**src/hdl/voxel_grid_downsampler_macros.svh**
```systemverilog
// Assertion macros for the voxel grid downsampler.
`ifndef VOXEL_GRID_DOWNSAMPLER_MACROS_SVH
`define VOXEL_GRID_DOWNSAMPLER_MACROS_SVH

// Condition holds at every edge out of reset.
`define VGD_ASSERT_NOW(lbl, cond, msg) \
	lbl: assert property (@(posedge clk) disable iff (!arst_n) (cond)) else $error(msg);

// Same-cycle implication.
`define VGD_ASSERT_IMP(lbl, ante, cons, msg) \
	lbl: assert property (@(posedge clk) disable iff (!arst_n) (ante) |-> (cons)) else $error(msg);

// Next-cycle implication.
`define VGD_ASSERT_NXT(lbl, ante, cons, msg) \
	lbl: assert property (@(posedge clk) disable iff (!arst_n) (ante) |=> (cons)) else $error(msg);

`endif

```
**src/hdl/vgd_pkg.sv**
```systemverilog
// Shared types and constants of the voxel grid downsampler.
package vgd_pkg;

	localparam int MAX_VOXELS   = 1024;
	localparam int HASH_BUCKETS = 2048;

	localparam int SLOT_W  = $clog2(MAX_VOXELS);
	localparam int CNT_W   = SLOT_W + 1;
	localparam int HASH_W  = $clog2(HASH_BUCKETS);
	localparam int PROBE_W = HASH_W + 1;

	localparam int COORD_W = 32;
	localparam int NORM_W  = 16;
	localparam int SUM_W   = 48;
	localparam int IDX_W   = 32;
	localparam int DIV_W   = SUM_W;
	localparam int DVS_W   = 32;
	localparam int DSTEP_W = $clog2(DIV_W + 1);
	localparam int VS_W    = 31;

	localparam logic [VS_W-1:0] VOXEL_SIZE_RST = VS_W'(65536);

	localparam logic [31:0] HASH_CX = 32'd73856093;
	localparam logic [31:0] HASH_CY = 32'd19349663;
	localparam logic [31:0] HASH_CZ = 32'd83492791;

	localparam logic [1:0] OP_ADD   = 2'd0;
	localparam logic [1:0] OP_READ  = 2'd1;
	localparam logic [1:0] OP_CLEAR = 2'd2;

	localparam logic [2:0] ST_NEW     = 3'd0;
	localparam logic [2:0] ST_MERGED  = 3'd1;
	localparam logic [2:0] ST_SKIPPED = 3'd2;
	localparam logic [2:0] ST_FULL    = 3'd3;
	localparam logic [2:0] ST_READ_OK = 3'd4;
	localparam logic [2:0] ST_BAD     = 3'd5;

	localparam logic [1:0] CFG_VOXEL_SIZE = 2'd0;
	localparam logic [1:0] CFG_CENTROID   = 2'd1;
	localparam logic [1:0] CFG_DISCARD    = 2'd2;

	typedef enum logic [3:0] {
		S_CLEAR,
		S_IDLE,
		S_DIV_GO,
		S_DIV_WAIT,
		S_PROBE,
		S_BKT,
		S_CMP,
		S_MERGE,
		S_NEW,
		S_RD_MEM,
		S_RD_WAIT,
		S_DONE
	} state_t;

	typedef struct packed {
		logic        [VS_W-1:0] voxel_size;
		logic                   centroid;
		logic                   discard;
	} cfg_t;

	typedef struct packed {
		logic signed [COORD_W-1:0] kx;
		logic signed [COORD_W-1:0] ky;
		logic signed [COORD_W-1:0] kz;
		logic signed [SUM_W-1:0]   sx;
		logic signed [SUM_W-1:0]   sy;
		logic signed [SUM_W-1:0]   sz;
		logic signed [SUM_W-1:0]   snx;
		logic signed [SUM_W-1:0]   sny;
		logic signed [SUM_W-1:0]   snz;
		logic        [31:0]        cnt;
		logic        [IDX_W-1:0]   first;
	} vox_rec_t;

	typedef struct packed {
		logic                    start;
		logic                    floor_div;
		logic                    short_div;
		logic signed [DIV_W-1:0] dividend;
		logic        [DVS_W-1:0] divisor;
	} div_req_t;

	typedef struct packed {
		logic                    done;
		logic signed [DIV_W-1:0] quot;
	} div_rsp_t;

	typedef struct packed {
		logic        [2:0]         status;
		logic        [9:0]         slot;
		logic signed [COORD_W-1:0] out_x;
		logic signed [COORD_W-1:0] out_y;
		logic signed [COORD_W-1:0] out_z;
		logic signed [NORM_W-1:0]  out_nx;
		logic signed [NORM_W-1:0]  out_ny;
		logic signed [NORM_W-1:0]  out_nz;
		logic        [IDX_W-1:0]   source_index;
		logic        [31:0]        members;
		logic        [10:0]        voxel_total;
	} res_t;

endpackage

```
**src/hdl/vgd_div.sv**
```systemverilog
// Shared radix-2 restoring divider, truncating or floor quotient.
module vgd_div (
	input  logic               clk,
	input  logic               arst_n,
	input  vgd_pkg::div_req_t  req,
	output vgd_pkg::div_rsp_t  rsp
);
	import vgd_pkg::*;

	logic                    busy_q;
	logic                    done_q;
	logic [DSTEP_W-1:0]      cnt_q;
	logic [DIV_W-1:0]        dq_q;
	logic [DVS_W-1:0]        rem_q;
	logic [DVS_W-1:0]        dvs_q;
	logic                    neg_q;
	logic                    floor_q;
	logic [DVS_W:0]          trial;
	logic [DVS_W:0]          diff;
	logic                    ge;
	logic [DIV_W-1:0]        mag;

	assign trial = {rem_q, dq_q[DIV_W-1]};
	assign diff  = trial - {1'b0, dvs_q};
	assign ge    = trial >= {1'b0, dvs_q};
	assign mag   = req.dividend[DIV_W-1] ? DIV_W'(-req.dividend) : DIV_W'(req.dividend);

	always_ff @(posedge clk or negedge arst_n) begin
		if (!arst_n) begin
			busy_q <= 1'b0;
			done_q <= 1'b0;
			cnt_q  <= '0;
		end else begin
			done_q <= busy_q && (cnt_q == DSTEP_W'(1));
			if (req.start) begin
				busy_q <= 1'b1;
				cnt_q  <= req.short_div ? DSTEP_W'(COORD_W) : DSTEP_W'(DIV_W);
			end else if (busy_q) begin
				cnt_q <= cnt_q - DSTEP_W'(1);
				if (cnt_q == DSTEP_W'(1))
					busy_q <= 1'b0;
			end
		end
	end

	always_ff @(posedge clk) begin
		if (req.start) begin
			dq_q    <= req.short_div ? (mag << (DIV_W - COORD_W)) : mag;
			rem_q   <= '0;
			dvs_q   <= req.divisor;
			neg_q   <= req.dividend[DIV_W-1];
			floor_q <= req.floor_div;
		end else if (busy_q) begin
			rem_q <= ge ? diff[DVS_W-1:0] : trial[DVS_W-1:0];
			dq_q  <= {dq_q[DIV_W-2:0], ge};
		end
	end

	always_comb begin
		rsp.done = done_q;
		if (!neg_q)
			rsp.quot = dq_q;
		else if (floor_q && (rem_q != '0))
			rsp.quot = ~dq_q;
		else
			rsp.quot = -dq_q;
	end

endmodule

```
**config.mk**
```make
export PLATFORM = sky130hd
export DESIGN_NAME = vgd_div
export DESIGN_NICKNAME = d
export VERILOG_FILES = /design/src/hdl/voxel_grid_downsampler_macros.svh /design/src/hdl/vgd_pkg.sv /design/src/hdl/vgd_div.sv
export SDC_FILE = /design/constraint.sdc
export NUM_CORES = 1
export LEC_CHECK = 0
export BUFFER_PORTS_ARGS = -buffer_cell sky130_fd_sc_hd__buf_2
export CORE_UTILIZATION = 53
export CTS_CLUSTER_DIAMETER = 120
export DETAILED_ROUTE_END_ITERATION = 6
export PLACE_DENSITY = 0.87
export SYNTH_ARGS = -nofsm -noshare
export SYNTH_HDL_FRONTEND = slang
export SYNTH_SLANG_ARGS = --single-unit
export TNS_END_PERCENT = 50
```
**constraint.sdc**
```tcl
create_clock -name clk -period 2.8 [get_ports clk]
set_input_delay 0.28 -clock clk [delete_from_list [all_inputs] [get_ports clk]]
set_output_delay 0.28 -clock clk [all_outputs]
set_load 0.02 [all_outputs]
```
After elaboration in Yosys (flattened, before gate mapping)
Cells that the tools add are included.

Output and inout bits: 49. Flip-flop bits (word level): 122.

Eq/ne operators: 1. $lt $le $gt $ge: 1. Add/subtract/negate cells: 4. Bitwise gates (word level): 1. Muxes and demuxes: 13. Reduce and logical (&&, ||, !) cells: 4.

Operators with widths (count): 48-bit two-way mux (6); 48-bit negation (2); 48-bit NOT (1); 33-bit by 32-bit >= comparator with 1-bit output (1); 32-bit two-way mux (1); 32-bit nonzero test (1); 32-bit subtractor (1); 6-bit two-way mux (2); 6-bit by 1-bit equality test with 1-bit output, second input constant (1); 6-bit by 1-bit subtractor with 6-bit output, second input constant (1); 5-bit two-way mux (1); 1-bit two-way mux (3); 1-bit logical AND (2); 2-bit nonzero test (1).

Logic depth before layout (Yosys ltp)
Word-level depth: 4. Depth in mapped cells: 13. Depth with buffers taken out: 11.

Worst setup path after synthesis
No wires, ideal clock.

Path kind: flip-flop to output port. Start point: register dq_q[17]. End point: output port rsp[35] in the netlist's numbering. Arrival time: 2.632 ns. Setup slack: -0.112 ns. Data required time: 2.520 ns. Stages on the path, launching flop included: 8. Buffers on the path: 0. Cells stage by stage: edfxtp_1 or4_1 or2_1 or3b_1 nand4b_1 or3_1 o31ai_1 xnor2_1.

RTL lines: from (decl) (RTL line vgd_div.sv:13) `logic [DIV_W-1:0] dq_q;`; from (signal assigned) (RTL line vgd_div.sv:48) `dq_q <= req.short_div ? (mag << (DIV_W - COORD_W)) : mag;`; from (signal assigned) (RTL line vgd_div.sv:55) `dq_q <= {dq_q[DIV_W-2:0], ge};`; to (decl) (RTL line vgd_div.sv:6) `output vgd_pkg::div_rsp_t rsp`.

==> flow_metrics.env <==
export IMPL_period_needed_ns=3.52
export IMPL_htreeDepth=4
export IMPL_wl_um=32000
export IMPL_crit_path_cell_trace="or4_4, or2_4, or3b_4, buf_4, buf_6, nor2_4, nand2_2, o41ai_2, xnor2_1, buf_4"
export IMPL_yosysWarnings=0
export IMPL_initial_core_util_pct=55.0
export IMPL_yosys_top_cells_area="edfxtp_1, dfxtp_1, xnor2_1"
export IMPL_gp_congestion=0.994
export IMPL_grt_pass1_vias=9033
export IMPL_postSynthAreaPerCell_um2=9.00
export IMPL_synth_distinct_cells=62
export IMPL_syn_area_um2=8830
export IMPL_tightest_slew_ns=0.661
export IMPL_path_clk_slew_ns=0.06
export IMPL_synth_xor_area_share_pct=11.6
export IMPL_syn_to_final_growth_pct=37.7
export IMPL_synthMuxAreaShare_pct=2.15
export IMPL_dieArea_um2=17200
export IMPL_setup_viol=43
export IMPL_hold_viol=0
export IMPL_syn_nets=1103
export IMPL_design_area_um2=12200
export IMPL_slew_violations=0
export IMPL_ant_nets=0
export IMPL_synth_edf_count=82
export IMPL_wl_per_cell_um=21.7
export IMPL_synth_top_area_share_pct=27.9
export IMPL_synth_flop_cell="edfxtp_1"
export IMPL_io_pins=134
export IMPL_relSlewSlack_pct=55.9
export IMPL_grt_overflow=0
export IMPL_die_h_um=131
export IMPL_port_buffers=133
export IMPL_ir_worst_vdd_mv=0.450
export IMPL_yosysTopAreaCell="edfxtp_1"
export IMPL_synthArstFlopShare_pct=6.56
export IMPL_fin_ws_ns=-0.720
export IMPL_drive_above_1_share_pct=34.5
export IMPL_critPathRequiredTime_ns=2.52
export IMPL_rsz0062_at_grt="yes"
export IMPL_worst_setup_path_type="register to output pin"
export IMPL_crit_top_cell="buf_4"
export IMPL_end_kind="output pin"
export IMPL_status="finished with violations"
export IMPL_path_max_fanout=3
export IMPL_cpLargestDelayFamily="simple AND/OR/NAND/NOR gates"
export IMPL_antenna_found_initial=1
export IMPL_avgViaCountPerCell=6.57
export IMPL_clk_latency_ns=0.42
export IMPL_grt_max_degree=78
export IMPL_slowest_stage="or4_4"
export IMPL_maxCapViolCount=0
export IMPL_cts_tree="built"
export IMPL_p_per_area_nw_per_um2=549
export IMPL_hold_path_class="input pin to register"
export IMPL_crit_path_start_kind="register"
export IMPL_cts_root_buf="clkbuf_16"
export IMPL_final_setup_skew_ns=0.00876
export IMPL_final_nets=1368
export IMPL_synthAdderAreaFrac_pct=5.33
export IMPL_dr_pass1_iters=6
export IMPL_route_detailed_drc=0
export IMPL_synth_most_common_cell="nand2_1"
export IMPL_grt_pass1_wl_um=47700
export IMPL_synth_simple_gate_area_share_pct=17.3
export IMPL_path_buf_inv=3
export IMPL_ys_seq_elements=122
export IMPL_p_leak_nw=5.21
export IMPL_violations="negative setup slack"
export IMPL_cts_sinks=122
export IMPL_placed_area_um2=10800
export IMPL_max_freq_mhz=284
export IMPL_tritoncts_num_buffers=17
export IMPL_finalCritPeriodShare_pct=126
export IMPL_seq_area_frac_synth_pct=37.4
export IMPL_die_w_um=131
export IMPL_rows=46
export IMPL_synth_top_family_by_area="compound AO/OA/AOI/OAI gates"
export IMPL_max_stage_delay_ns=0.57
export IMPL_vias=9704
export IMPL_first_iter_violations=1407
export IMPL_track_usage_pct=37.1
export IMPL_place_ws_ns=-0.277
export IMPL_core_area_um2=16100
export IMPL_synth_compound_area_share_pct=21.5
export IMPL_cts_buffer_depth=2
export IMPL_yosys_top_cells_count="nand2_1, edfxtp_1, o21ai_0"
export IMPL_hpwl_um=20400
export IMPL_critical_path_arrival_ns=3.24
export IMPL_netlist_instances=981
-- path summary, 6_finish.rpt --
| check | from | end | slack, ns | cells after the start |
|---|---|---|---|---|
| max | dq_q[18] | rsp[46] | -0.72 | 10 |
| min | req[10] | dvs_q[10] | 0.03 | 1 |
| max reg2reg | dvs_q[1] | rem_q[22] | -0.01 | 13 |
| min reg2reg | rem_q[2] | rem_q[2] | 0.53 | 2 |
| max in group asynchronous | arst_n | cnt_q[0] | 2.39 | 2 |
| min in group asynchronous | arst_n | done_q | 0.23 | 2 |
-- kinds of logic after synthesis --
family                     Yosys count
adders and majority gates           37
DFF                                122
xor gates and xnor gates           117
and+or+nand+nor                    304
AOI/OAI and AO/OA                  276
buffers and inverters              107
muxes                               18
-- area by class of cell --
cell class | instances | area [um^2]
Multi-Input combinational cell | 752 | 5680
Clock inverter | 7 | 58.8
Sequential cell | 122 | 3300
Timing Repair Buffer | 301 | 2100
Tap cell | 216 | 270
Antenna cell | 2 | 5.00
Inverter | 52 | 195
Fill cell | 994 | 3910
Clock buffer | 25 | 538
-- sequential cells by signal, summed over array words and instances, names as in the netlist --
signal,count
busy_q,1
cnt_q,6
done_q,1
dq_q,48
dvs_q,32
floor_q,1
neg_q,1
rem_q,32
-- cell usage in the layout (no fill, tap or decap), drive strengths merged, types with 10 or more instances in the layout --
cell type	n
buf	300
nand2	97
edfxtp	82
o21ai	72
xnor2	70
nor2	55
inv	50
xor2	47
a21oi	36
ha	36
o31ai	33
dfxtp	32
clkbuf	25
nand3	24
nand4	20
a21o	17
or3	17
o221ai	16
nor4	16
nor3	15
a311oi	13
o41ai	13
o2bb2ai	12
nand2b	12
and3	11
or4	11
mux2i	10
and2	10
-- layer usage --
metal / routed length [um] / track usage (%) / vias to the layer above
met5: 0 / 0 / -
met3: 3540 / 13.6 / 210
met2: 15100 / 58.8 / 794
met4: 2010 / 24.4 / 0
li1: - / - / 4223
met1: 11400 / 42.1 / 4477
-- metrics by stage --
step / std cells / total power [mW] / hold slack, ns / setup TNS, ns / util, %
final: 1477 / 6.67 / 0.0268 / -19.70 / 75.7
after global routing: 1475 / 6.89 / 0.0206 / -22.77 / 75.7
after CTS: 1473 / 6.43 / 0.0182 / -14.90 / 73.4
after detailed placement: 1429 / 4.09 / 0.136 / -4.69 / 67.1
after global placement: 1429 / 4.04 / 0.133 / -2.21 / 67.1
after floorplan: 981 / 3.33 / -0.0156 / -0.145 / -
-- power by group --
group	switching (mW)	internal [mW]
clock network	0.807	1.41
logic	1.20	0.934
registers	0.186	2.13
total	2.20	4.48
-- what timing repair did --
item                                   CTS  global route
hold buffers                             1             0
setup buffers                           12             9
setup endpoints to repair               56            86
pin swaps                               10            28
endpoints found under the hold margin    8             0
gates resized for setup                 84            84
-- worst reg2reg max path, delay by kind of cell, from the launching register on --
| kind | cells | cell delay, ns |
|---|---|---|
| fa+ha+maj | 1 | 0.21 |
| flops | 1 | 0.46 |
| simple gates | 3 | 0.58 |
| buf+inv | 4 | 0.54 |
| compound gates | 5 | 0.94 |
No activity file was read; power rests on OpenSTA's default activity.
